### src/hw/rtl/partition_table_fit_allocator_unit_assert.svh
// Assertion macros used by the partition table fit allocator controller.
`ifndef PARTITION_TABLE_FIT_ALLOCATOR_UNIT_ASSERT_SVH
`define PARTITION_TABLE_FIT_ALLOCATOR_UNIT_ASSERT_SVH

// Checks that a condition holds at every clock edge out of reset.
`define PTFA_ASSERT(lbl, prop, msg) \
  lbl: assert property (@(posedge clk_i) disable iff (!rst_ni) (prop)) else $error(msg);

// Checks that a trigger is followed by a consequence in the next cycle.
`define PTFA_ASSERT_NEXT(lbl, ante, cons, msg) \
  lbl: assert property (@(posedge clk_i) disable iff (!rst_ni) (ante) |=> (cons)) \
    else $error(msg);

`endif

### src/hw/rtl/ptfa_pkg.sv
// Package with constants, status codes and control types of the partition allocator.
package ptfa_pkg;

  localparam int TABLE_SLOTS = 4;
  localparam int OFFSET_BITS = 48;
  localparam int SLOT_W      = (TABLE_SLOTS > 1) ? $clog2(TABLE_SLOTS) : 1;
  localparam int CNT_W       = $clog2(TABLE_SLOTS + 1);
  localparam int SIZE_W      = 31;
  localparam int UNIT_SHIFT  = 10;
  localparam int BYTE_W      = SIZE_W + 2 * UNIT_SHIFT;
  localparam int CMP_W       = (BYTE_W > OFFSET_BITS) ? BYTE_W : OFFSET_BITS;
  localparam int NAME_LO_W   = 64;
  localparam int NAME_HI_W   = 56;
  localparam int DISK_W      = 48;
  localparam int HDR_W       = 16;
  localparam int APB_DATA_W  = 64;
  localparam int APB_ADDR_W  = 4;

  typedef enum logic [3:0] {
    ST_OK         = 4'd0,
    ST_BAD_SIZE   = 4'd1,
    ST_BAD_UNIT   = 4'd2,
    ST_BAD_TYPE   = 4'd3,
    ST_EXT_EXISTS = 4'd4,
    ST_LIMIT      = 4'd5,
    ST_NO_EXT     = 4'd6,
    ST_LOGICAL    = 4'd7,
    ST_DUPLICATE  = 4'd8,
    ST_NO_SLOT    = 4'd9,
    ST_NO_SPACE   = 4'd10
  } status_e;

  typedef enum logic [1:0] {
    UNIT_BYTES = 2'd0,
    UNIT_KIB   = 2'd1,
    UNIT_MIB   = 2'd2,
    UNIT_BAD   = 2'd3
  } unit_e;

  typedef enum logic [1:0] {
    KIND_PRIMARY  = 2'd0,
    KIND_EXTENDED = 2'd1,
    KIND_LOGICAL  = 2'd2,
    KIND_BAD      = 2'd3
  } kind_e;

  typedef enum logic [1:0] {
    FIT_DEFAULT = 2'd0,
    FIT_BEST    = 2'd1,
    FIT_FIRST   = 2'd2,
    FIT_WORST   = 2'd3
  } fit_e;

  typedef enum logic {
    REG_DISK   = 1'b0,
    REG_HEADER = 1'b1
  } reg_e;

  typedef struct packed {
    logic capture;
    logic check;
    logic walk;
    logic eval;
    logic load_out;
  } cmd_t;

  typedef struct packed {
    logic chk_fail;
    logic walk_done;
  } stat_t;

endpackage

### src/hw/rtl/ptfa_ctrl.sv
// Controller state machine that sequences checks, the gap walk and result delivery.
module ptfa_ctrl
  import ptfa_pkg::*;
(
  input  logic  clk_i,
  input  logic  rst_ni,
  input  logic  in_valid_i,
  output logic  in_ready_o,
  output logic  out_valid_o,
  input  logic  out_ready_i,
  input  stat_t stat_i,
  output cmd_t  cmd_o
);

  typedef enum logic [4:0] {
    S_IDLE  = 5'b00001,
    S_CHECK = 5'b00010,
    S_WALK  = 5'b00100,
    S_EVAL  = 5'b01000,
    S_DONE  = 5'b10000
  } state_e;

  state_e state_q, state_d;
  logic   out_valid_q, out_valid_d;
  logic   out_free;

  assign out_free   = !out_valid_q || out_ready_i;
  assign in_ready_o = (state_q == S_IDLE);
  assign out_valid_o = out_valid_q;

  always_comb begin
    state_d = state_q;
    cmd_o   = '0;
    case (state_q)
      S_IDLE: begin
        if (in_valid_i) begin
          cmd_o.capture = 1'b1;
          state_d = S_CHECK;
        end
      end
      S_CHECK: begin
        cmd_o.check = 1'b1;
        state_d = S_WALK;
      end
      S_WALK: begin
        cmd_o.walk = 1'b1;
        cmd_o.eval = 1'b1;
        if (stat_i.chk_fail) begin
          state_d = S_DONE;
        end else if (stat_i.walk_done) begin
          state_d = S_EVAL;
        end
      end
      S_EVAL: begin
        cmd_o.eval = 1'b1;
        state_d = S_DONE;
      end
      S_DONE: begin
        if (out_free) begin
          cmd_o.load_out = 1'b1;
          state_d = S_IDLE;
        end
      end
      default: state_d = S_IDLE;
    endcase
  end

  always_comb begin
    if (cmd_o.load_out) begin
      out_valid_d = 1'b1;
    end else if (out_ready_i) begin
      out_valid_d = 1'b0;
    end else begin
      out_valid_d = out_valid_q;
    end
  end

  always_ff @(posedge clk_i or negedge rst_ni) begin
    if (!rst_ni) begin
      state_q     <= S_IDLE;
      out_valid_q <= 1'b0;
    end else begin
      state_q     <= state_d;
      out_valid_q <= out_valid_d;
    end
  end

`include "partition_table_fit_allocator_unit_assert.svh"

  `PTFA_ASSERT_NEXT(a_accept_to_check, in_valid_i && in_ready_o, state_q == S_CHECK, "accepted beat did not start checks")
  `PTFA_ASSERT(a_load_when_free, !cmd_o.load_out || out_free, "result overwrote a pending beat")
  `PTFA_ASSERT_NEXT(a_walk_to_eval, state_q == S_WALK && !stat_i.chk_fail && stat_i.walk_done, state_q == S_EVAL, "walk end not followed by evaluation")

endmodule

### src/hw/rtl/ptfa_dp.sv
// Datapath with the partition table, request checks, entry ranking and gap fitting.
module ptfa_dp
  import ptfa_pkg::*;
(
  input  logic                   clk_i,
  input  logic                   rst_ni,
  input  cmd_t                   cmd_i,
  output stat_t                  stat_o,
  input  logic [DISK_W-1:0]      disk_i,
  input  logic [HDR_W-1:0]       header_i,
  input  logic [SIZE_W-1:0]      size_value_i,
  input  logic [1:0]             size_unit_i,
  input  logic [1:0]             part_kind_i,
  input  logic [1:0]             fit_policy_i,
  input  logic [NAME_LO_W-1:0]   name_low_i,
  input  logic [NAME_HI_W-1:0]   name_high_i,
  output logic [3:0]             status_o,
  output logic [OFFSET_BITS-1:0] placed_start_o,
  output logic [SLOT_W-1:0]      slot_index_o
);

  localparam int NAME_BYTES = (NAME_LO_W + NAME_HI_W) / 8;

  logic                   used_q  [TABLE_SLOTS];
  logic                   ext_q   [TABLE_SLOTS];
  logic [OFFSET_BITS-1:0] start_q [TABLE_SLOTS];
  logic [OFFSET_BITS-1:0] len_q   [TABLE_SLOTS];
  logic [NAME_LO_W-1:0]   nlo_q   [TABLE_SLOTS];
  logic [NAME_HI_W-1:0]   nhi_q   [TABLE_SLOTS];

  logic [SIZE_W-1:0]      size_q;
  unit_e                  unit_q;
  kind_e                  kind_q;
  fit_e                   fit_q;
  logic [NAME_LO_W-1:0]   rnlo_q;
  logic [NAME_HI_W-1:0]   rnhi_q;
  logic [NAME_LO_W-1:0]   cnlo;
  logic [NAME_HI_W-1:0]   cnhi;

  logic [SLOT_W-1:0]      rank_d [TABLE_SLOTS];
  logic [SLOT_W-1:0]      rank_q [TABLE_SLOTS];
  logic [CNT_W-1:0]       count;
  logic [CNT_W-1:0]       n_used_q;
  logic [CNT_W-1:0]       step_q;
  logic                   ext_any, dup, free_any;
  logic [SLOT_W-1:0]      free_slot;
  logic [SLOT_W-1:0]      slot_q;
  status_e                chk_st;
  logic                   chk_fail_q;
  status_e                chk_st_q;
  logic [BYTE_W-1:0]      bytes;

  logic [OFFSET_BITS:0]   cur_q, cur_d;
  logic                   gap_valid_q, gap_valid_d;
  logic [OFFSET_BITS-1:0] gap_start_q, gap_start_d;
  logic [OFFSET_BITS-1:0] gap_size_q, gap_size_d;
  logic [OFFSET_BITS-1:0] sel_start, sel_len;
  logic [OFFSET_BITS:0]   s_ext, disk_ext;
  logic                   walk_last;

  logic                   found_q;
  logic [OFFSET_BITS-1:0] pick_q, best_q;
  logic                   fits, take;
  status_e                fin_st;

  logic [3:0]             st_out_q;
  logic [OFFSET_BITS-1:0] start_out_q;
  logic [SLOT_W-1:0]      slot_out_q;

  always_comb begin
    logic [NAME_BYTES*8-1:0] nm;
    logic keep;
    nm = {name_high_i, name_low_i};
    keep = 1'b1;
    for (int k = 0; k < NAME_BYTES; k++) begin
      keep = keep && (nm[k*8 +: 8] != 8'd0);
      if (!keep) nm[k*8 +: 8] = 8'd0;
    end
    cnlo = nm[NAME_LO_W-1:0];
    cnhi = nm[NAME_BYTES*8-1:NAME_LO_W];
  end

  always_comb begin
    case (unit_q)
      UNIT_BYTES: bytes = BYTE_W'(size_q);
      UNIT_KIB:   bytes = BYTE_W'(size_q) << UNIT_SHIFT;
      UNIT_MIB:   bytes = BYTE_W'(size_q) << (2 * UNIT_SHIFT);
      default:    bytes = '0;
    endcase
  end

  always_comb begin
    count     = '0;
    ext_any   = 1'b0;
    dup       = 1'b0;
    free_any  = 1'b0;
    free_slot = '0;
    for (int i = TABLE_SLOTS - 1; i >= 0; i--) begin
      if (used_q[i]) begin
        count = count + 1'b1;
        if (ext_q[i]) ext_any = 1'b1;
        if (nlo_q[i] == rnlo_q && nhi_q[i] == rnhi_q) dup = 1'b1;
      end else begin
        free_any  = 1'b1;
        free_slot = SLOT_W'(i);
      end
    end
    for (int i = 0; i < TABLE_SLOTS; i++) begin
      rank_d[i] = '0;
      for (int j = 0; j < TABLE_SLOTS; j++) begin
        if (j != i && used_q[j] &&
            (start_q[j] < start_q[i] || (start_q[j] == start_q[i] && j < i))) begin
          rank_d[i] = rank_d[i] + 1'b1;
        end
      end
    end
  end

  always_comb begin
    if (size_q == '0) begin
      chk_st = ST_BAD_SIZE;
    end else if (unit_q == UNIT_BAD) begin
      chk_st = ST_BAD_UNIT;
    end else if (kind_q == KIND_BAD) begin
      chk_st = ST_BAD_TYPE;
    end else if (kind_q == KIND_EXTENDED && ext_any) begin
      chk_st = ST_EXT_EXISTS;
    end else if (kind_q != KIND_LOGICAL && count >= CNT_W'(TABLE_SLOTS)) begin
      chk_st = ST_LIMIT;
    end else if (kind_q == KIND_LOGICAL && !ext_any) begin
      chk_st = ST_NO_EXT;
    end else if (kind_q == KIND_LOGICAL) begin
      chk_st = ST_LOGICAL;
    end else if (dup) begin
      chk_st = ST_DUPLICATE;
    end else if (!free_any) begin
      chk_st = ST_NO_SLOT;
    end else begin
      chk_st = ST_OK;
    end
  end

  always_comb begin
    sel_start = '0;
    sel_len   = '0;
    for (int i = 0; i < TABLE_SLOTS; i++) begin
      if (used_q[i] && rank_q[i] == step_q[SLOT_W-1:0]) begin
        sel_start = start_q[i];
        sel_len   = len_q[i];
      end
    end
  end

  assign walk_last = (step_q == n_used_q);
  assign s_ext     = {1'b0, sel_start};
  assign disk_ext  = (OFFSET_BITS + 1)'(disk_i);

  always_comb begin
    cur_d       = cur_q;
    gap_valid_d = 1'b0;
    gap_start_d = cur_q[OFFSET_BITS-1:0];
    gap_size_d  = '0;
    if (walk_last) begin
      gap_valid_d = cur_q < disk_ext;
      gap_size_d  = OFFSET_BITS'(disk_ext - cur_q);
    end else begin
      gap_valid_d = s_ext > cur_q;
      gap_size_d  = OFFSET_BITS'(s_ext - cur_q);
      cur_d       = s_ext + {1'b0, sel_len};
    end
  end

  assign fits = CMP_W'(gap_size_q) >= CMP_W'(bytes);

  always_comb begin
    take = 1'b0;
    if (gap_valid_q && fits) begin
      if (!found_q) begin
        take = 1'b1;
      end else begin
        case (fit_q)
          FIT_FIRST: take = 1'b0;
          FIT_BEST:  take = gap_size_q < best_q;
          default:   take = gap_size_q > best_q;
        endcase
      end
    end
  end

  assign fin_st = chk_fail_q ? chk_st_q : (found_q ? ST_OK : ST_NO_SPACE);

  assign stat_o.chk_fail  = chk_fail_q;
  assign stat_o.walk_done = walk_last;

  always_ff @(posedge clk_i) begin
    if (cmd_i.capture) begin
      size_q <= size_value_i;
      unit_q <= unit_e'(size_unit_i);
      kind_q <= kind_e'(part_kind_i);
      fit_q  <= fit_e'(fit_policy_i);
      rnlo_q <= cnlo;
      rnhi_q <= cnhi;
    end
    if (cmd_i.check) begin
      chk_st_q <= chk_st;
      slot_q   <= free_slot;
      n_used_q <= count;
      rank_q   <= rank_d;
      cur_q    <= (OFFSET_BITS + 1)'(header_i);
      step_q   <= '0;
    end else if (cmd_i.walk) begin
      cur_q  <= cur_d;
      step_q <= step_q + 1'b1;
    end
    if (cmd_i.walk) begin
      gap_start_q <= gap_start_d;
      gap_size_q  <= gap_size_d;
    end
    if (take && cmd_i.eval) begin
      pick_q <= gap_start_q;
      best_q <= gap_size_q;
    end
    if (cmd_i.load_out) begin
      st_out_q    <= fin_st;
      start_out_q <= (fin_st == ST_OK) ? pick_q : '0;
      slot_out_q  <= (fin_st == ST_OK) ? slot_q : '0;
    end
  end

  always_ff @(posedge clk_i or negedge rst_ni) begin
    if (!rst_ni) begin
      chk_fail_q  <= 1'b0;
      gap_valid_q <= 1'b0;
      found_q     <= 1'b0;
      for (int i = 0; i < TABLE_SLOTS; i++) begin
        used_q[i]  <= 1'b0;
        ext_q[i]   <= 1'b0;
        start_q[i] <= '0;
        len_q[i]   <= '0;
        nlo_q[i]   <= '0;
        nhi_q[i]   <= '0;
      end
    end else begin
      if (cmd_i.check) begin
        chk_fail_q  <= (chk_st != ST_OK);
        gap_valid_q <= 1'b0;
        found_q     <= 1'b0;
      end else begin
        if (cmd_i.walk) begin
          gap_valid_q <= gap_valid_d;
        end
        if (take && cmd_i.eval) begin
          found_q <= 1'b1;
        end
      end
      if (cmd_i.load_out && fin_st == ST_OK) begin
        used_q[slot_q]  <= 1'b1;
        ext_q[slot_q]   <= (kind_q == KIND_EXTENDED);
        start_q[slot_q] <= pick_q;
        len_q[slot_q]   <= OFFSET_BITS'(bytes);
        nlo_q[slot_q]   <= rnlo_q;
        nhi_q[slot_q]   <= rnhi_q;
      end
    end
  end

  assign status_o       = st_out_q;
  assign placed_start_o = start_out_q;
  assign slot_index_o   = slot_out_q;

endmodule

### src/hw/rtl/partition_table_fit_allocator_unit.sv
// Top level of the partition table fit allocator with its configuration registers.
// The block keeps a table of TABLE_SLOTS partitions and answers one create request per
// input beat with one result beat. A request that fails its checks goes from the walk
// state straight to the result, skipping evaluation; an accepted check walks the used
// entries in start order, one per cycle, then the gap up to the disk end, and evaluates.
// A new request is taken once the previous one has moved into the output register.
// disk_bytes sits at address 0 and header_bytes at address 8, with 64-bit data.
module partition_table_fit_allocator_unit
  import ptfa_pkg::*;
(
  input  logic                   clk_i,
  input  logic                   rst_ni,
  input  logic                   psel,
  input  logic                   penable,
  input  logic                   pwrite,
  input  logic [APB_ADDR_W-1:0]  paddr,
  input  logic [APB_DATA_W-1:0]  pwdata,
  output logic [APB_DATA_W-1:0]  prdata,
  output logic                   pready,
  input  logic                   in_valid_i,
  output logic                   in_ready_o,
  input  logic [SIZE_W-1:0]      size_value_i,
  input  logic [1:0]             size_unit_i,
  input  logic [1:0]             part_kind_i,
  input  logic [1:0]             fit_policy_i,
  input  logic [NAME_LO_W-1:0]   name_low_i,
  input  logic [NAME_HI_W-1:0]   name_high_i,
  output logic                   out_valid_o,
  input  logic                   out_ready_i,
  output logic [3:0]             status_o,
  output logic [OFFSET_BITS-1:0] placed_start_o,
  output logic [SLOT_W-1:0]      slot_index_o
);

  logic [DISK_W-1:0] disk_q;
  logic [HDR_W-1:0]  hdr_q;
  reg_e              reg_sel;
  logic              wr_en;
  cmd_t              cmd;
  stat_t             stat;

  assign pready  = 1'b1;
  assign reg_sel = reg_e'(paddr[3]);
  assign wr_en   = psel && penable && pwrite && pready;

  always_comb begin
    case (reg_sel)
      REG_DISK:   prdata = APB_DATA_W'(disk_q);
      REG_HEADER: prdata = APB_DATA_W'(hdr_q);
      default:    prdata = '0;
    endcase
  end

  always_ff @(posedge clk_i or negedge rst_ni) begin
    if (!rst_ni) begin
      disk_q <= '0;
      hdr_q  <= '0;
    end else if (wr_en) begin
      case (reg_sel)
        REG_DISK:   disk_q <= pwdata[DISK_W-1:0];
        REG_HEADER: hdr_q  <= pwdata[HDR_W-1:0];
        default: ;
      endcase
    end
  end

  ptfa_ctrl u_ctrl (
    .clk_i       (clk_i),
    .rst_ni      (rst_ni),
    .in_valid_i  (in_valid_i),
    .in_ready_o  (in_ready_o),
    .out_valid_o (out_valid_o),
    .out_ready_i (out_ready_i),
    .stat_i      (stat),
    .cmd_o       (cmd)
  );

  ptfa_dp u_dp (
    .clk_i          (clk_i),
    .rst_ni         (rst_ni),
    .cmd_i          (cmd),
    .stat_o         (stat),
    .disk_i         (disk_q),
    .header_i       (hdr_q),
    .size_value_i   (size_value_i),
    .size_unit_i    (size_unit_i),
    .part_kind_i    (part_kind_i),
    .fit_policy_i   (fit_policy_i),
    .name_low_i     (name_low_i),
    .name_high_i    (name_high_i),
    .status_o       (status_o),
    .placed_start_o (placed_start_o),
    .slot_index_o   (slot_index_o)
  );

endmodule
### config.mk
export PLATFORM = sky130hd
export DESIGN_NAME = partition_table_fit_allocator_unit
export DESIGN_NICKNAME = d
export VERILOG_FILES = /design/src/hw/rtl/ptfa_pkg.sv /design/src/hw/rtl/ptfa_ctrl.sv /design/src/hw/rtl/ptfa_dp.sv /design/src/hw/rtl/partition_table_fit_allocator_unit.sv
export VERILOG_INCLUDE_DIRS = /design/src /design/src/hw/rtl
export SDC_FILE = /design/constraint.sdc
export NUM_CORES = 2
export LEC_CHECK = 0
export BUFFER_PORTS_ARGS = -buffer_cell sky130_fd_sc_hd__buf_2
export CAP_MARGIN = 25
export CORE_MARGIN = 2
export CORE_UTILIZATION = 40
export DETAILED_ROUTE_END_ITERATION = 6
export PLACE_DENSITY = 0.66
export RECOVER_POWER = 25
export SLEW_MARGIN = 20
export SYNTH_ARGS = -nofsm -noshare
export SYNTH_HDL_FRONTEND = slang
export SYNTH_SLANG_ARGS = --single-unit
### constraint.sdc
create_clock -name clk_i -period 5.7 [get_ports clk_i]
set_clock_uncertainty 0.1 [all_clocks]
set_input_delay 1.14 -clock clk_i [delete_from_list [all_inputs] [get_ports clk_i]]
set_output_delay 1.14 -clock clk_i [all_outputs]
set_load 0.01 [all_outputs]
==> flow_summary.toml <==
[pwr]
switching_share_pct = 40.8
combPwrFrac_pct = 45.1
p_per_area_nw_per_um2 = 497
clockPowerShare_pct = 23.8
internal_power_mw = 26.1
vdd_drop_max_mv = 0.780
pwr-share-seq_pct = 31.1
p_sw_mw = 18.0
leakagePower_nw = 41.1

[cts]
h-tree-depth = 4
clock_latency_ns = 0.85
cts_inserted_buffers = 156
cts.sink_count = 1417
cts_buffer_depth = 3
cts_tree = "built"
clock-root-buffer = "clkbuf_16"
ctsResizeCount = 0
cts_setup_buffers = 0
clkTransAtPathRegs_ns = 0.06
ctsHoldBuffers = 0

[setup_path]
startpoint = "u_dp.step_q[1]$_SDFFE_PP0N_"
endpoint = "u_dp.gap_size_q[45]$_DFFE_PN_"
startpoint_type = "register"
required_ns = 6.17
r2r_end = "u_dp.gap_size_q[45]$_DFFE_PN_"
rrSetupSlack_ns = 0.28
cp-end-kind = "register"
critPathArrivalTime_ns = 5.89
reg2reg_from = "u_dp.step_q[1]$_SDFFE_PP0N_"
crit_fanout = 49
crit_type = "reg -> reg"
worstRegToRegCells = 22

[status]
status = "finished, violations left"
violations = "capacitance limit, slew limit"

[die]
die_y_microns = 445
row_count = 161
die_w_microns = 445
dieArea_sq_um = 198000
initial_utilization_pct = 40.3
core_sq_um = 193000
pin_count = 353

[sta]
fin_crit_ns = 5.42
grt_setup_unrepaired = "false"
finalSetupViolCount = 0
fin_tns_setup_ns = 0
timing.final.crit_share_pct = 95.1
hold_viol_final = 0
max_clock_freq_mhz = 185
maxSlewViolCount = 63
worst_pin_slew_ns = 4.39
slew_headroom_pct = -193

[synthesis]
synth.avg_cell_area_sq_um = 10.2
ys_ff_latch = 1417
synth_common_cells = "nand2_1, dfrtp_1, o21ai_0"
yosysWarnings = 0
synth_edf_count = 436
synthCells = 7616
yosysUniqueCellTypes = 96
yosysMostFrequentCell = "nand2_1"
synth_top_cell_area_share_pct = 30.4
synthFlopType = "dfrtp_1"
async_flop_share_pct = 66.7
synth.largest_area_cell = "dfrtp_1"
synthesis.area_sq_um = 77700
synth_area_leaders = "dfrtp_1, edfxtp_1, ha_1"
yosysSeqAreaShare_pct = 48.2

[global_routing]
grt_pass1_vias = 58849
grt_util_all_layers_pct = 27.1
overflow = 0
grt_pass1_wl_microns = 396000
grt_max_degree = 179
antenna_found_initial = 13

[finish]
fillers = 17815
final_cell_area_sq_um = 88800
ff_latch_area_sq_um = 37500
fin_cells = 10682
fin_nets = 8843
layout-drive-gt1-share_pct = 15.4
multi_input_area_sq_um = 37100
syn2layout_area_growth_pct = 14.3

[drt]
ant_nets = 0
drt_iter0_drc = 6214
wl_per_cell_microns = 25.5
vias = 60660
drc = 0
drt-pass1-iter-count = 6
wirelength_microns = 272000
vias_per_cell = 5.68

[placed_design]
gp_congestion = 1.00
placed_cells = 10387
dp_hpwl_microns = 209000
port-buffer-count = 316
postPlaceCellArea_sq_um = 83600

[run]
drv_cap = 1

[worst_hold_path]
hp-class = "reg -> reg"
[layout by cell type (no fill, tap or decap), types with 16 or more instances in the layout]
| cell type | instances |
|---|---|
| clkbuf_1 | 42 |
| nand2_1 | 1108 |
| clkinv_2 | 34 |
| dfxtp_1 | 36 |
| o21ai_0 | 791 |
| buf_12 | 24 |
| conb_1 | 17 |
| mux2i_1 | 16 |
| dfrtp_1 | 944 |
| xnor2_1 | 216 |
| nor2b_1 | 109 |
| buf_4 | 270 |
| nand3_1 | 70 |
| o2111ai_1 | 50 |
| clkbuf_16 | 156 |
| and3_1 | 37 |
| nand2b_1 | 171 |
| a21o_1 | 201 |
| inv_1 | 449 |
| o21ai_1 | 18 |
| a22oi_1 | 108 |
| ha_1 | 589 |
| nor2_1 | 180 |
| nor4_1 | 104 |
| xor2_1 | 154 |
| and2_1 | 161 |
| o22ai_1 | 57 |
| a21oi_1 | 236 |
| clkinv_1 | 19 |
| mux2_2 | 344 |
| mux2_1 | 87 |
| o21a_1 | 27 |
| a211oi_1 | 21 |
| nand4_1 | 164 |
| a22o_1 | 19 |
| buf_2 | 304 |
| nor3_1 | 42 |
| edfxtp_1 | 436 |
| a221oi_1 | 19 |
| o21bai_1 | 26 |
[registers in the layout, summed over array words and instances (netlist names), 5 cells and up]
name                 flops
disk_q                  48
hdr_q                   16
u_ctrl.state_q           5
u_dp.best_q             48
u_dp.cur_q              49
u_dp.gap_size_q         48
u_dp.gap_start_q        48
u_dp.len_q             192
u_dp.nhi_q             224
u_dp.nlo_q             256
u_dp.pick_q             48
u_dp.placed_start_o     48
u_dp.rank_q              8
u_dp.rnhi_q             56
u_dp.rnlo_q             64
u_dp.size_q             31
u_dp.start_q           192
[area by class of cell]
cell class | instances | area share [%]
clock inverter | 92 | 1.20
multi-input combinational | 5369 | 41.8
clock buffer | 197 | 4.73
tap | 2526 | 3.56
antenna | 5 | 0.0141
timing repair buffer | 620 | 4.65
sequential | 1417 | 42.2
inverter | 456 | 1.93
[metrics by stage]
step           hold slack, ns  util, %  worst slack (ns)  power (mW)
2_1_floorplan           0.300        -            0.0489        24.8
3_3_place_gp            0.305     43.4             0.407        33.2
3_5_place_dp            0.305     43.4             0.413        33.4
4_1_cts                 0.201     46.1             0.325        44.0
5_1_grt                 0.323     46.1           0.00481        46.3
6_report                0.319     46.1             0.281        44.1
[worst max-delay path: stages (launching register included)]
cell      delay [ns]
dfxtp_1         0.55
xor2_1          0.24
nor3_2          0.09
nor2_4          0.41
buf_12          0.34
a22oi_1         0.11
nand2_1         0.08
o21ai_0         0.07
o21ai_0         0.18
buf_4           0.20
mux2_2          0.18
ha_1            0.16
nand4_1         0.16
nor3_1          0.31
buf_4           0.17
nand4_1         0.09
o221a_1         0.33
a21oi_1         0.36
a211o_1         0.26
a311oi_1        0.14
nor2_1          0.26
a21oi_1         0.14
xnor2_1         0.14
[cell families (layout without fill, tap and decap cells)]
kind of cell / after synthesis / in the layout / share of synthesized area (%)
adder cells (fa/ha/maj): 591 / 591 / 9.54
other: 2 / 22 / 0.00967
buffers and inverters: 845 / 1365 / 4.24
AND/OR/NAND/NOR: 2215 / 2215 / 13.6
AO/OA/AOI/OAI: 1729 / 1729 / 13.7
flip-flops: 1417 / 1417 / 48.2
multiplexers: 447 / 447 / 6.45
XOR/XNOR: 370 / 370 / 4.17
[worst min path at each step]
stage                                         from                            end  slack [ns]  depth (start not counted)
finish              u_dp.gap_start_q[47]$_DFFE_PN_      u_dp.pick_q[47]$_DFFE_PP_        0.32                          0
global route        u_dp.gap_start_q[47]$_DFFE_PN_      u_dp.pick_q[47]$_DFFE_PP_        0.32                          0
CTS                                         rst_ni  u_dp.start_q[119]$_DFFE_PN0P_        0.20                          1
detailed placement  u_dp.gap_start_q[23]$_DFFE_PN_      u_dp.pick_q[23]$_DFFE_PP_        0.30                          0
global placement    u_dp.gap_start_q[23]$_DFFE_PN_      u_dp.pick_q[23]$_DFFE_PP_        0.31                          0
floorplan            u_dp.gap_start_q[0]$_DFFE_PN_       u_dp.pick_q[0]$_DFFE_PP_        0.30                          0
[layer usage]
metal / track usage (%) / share of wire (%) / up-vias
met4: 11.5 / 4.6 / 4
met3: 5.82 / 8.5 / 459
li1: - / - / 27738
met5: 0 / 0.0077 / -
met2: 41.1 / 44 / 2318
met1: 37.6 / 43 / 30141
[power groups by stage]
stage | clock network [mW] | logic, mW | registers [mW]
floorplan | 0 | 12.0 | 12.8
global placement | 0 | 19.4 | 13.8
detailed placement | 0 | 19.6 | 13.8
CTS | 10.6 | 19.7 | 13.6
global route | 11.0 | 21.5 | 13.7
finish | 10.5 | 19.9 | 13.7
Note: power is estimated with default switching activity, not from simulation.
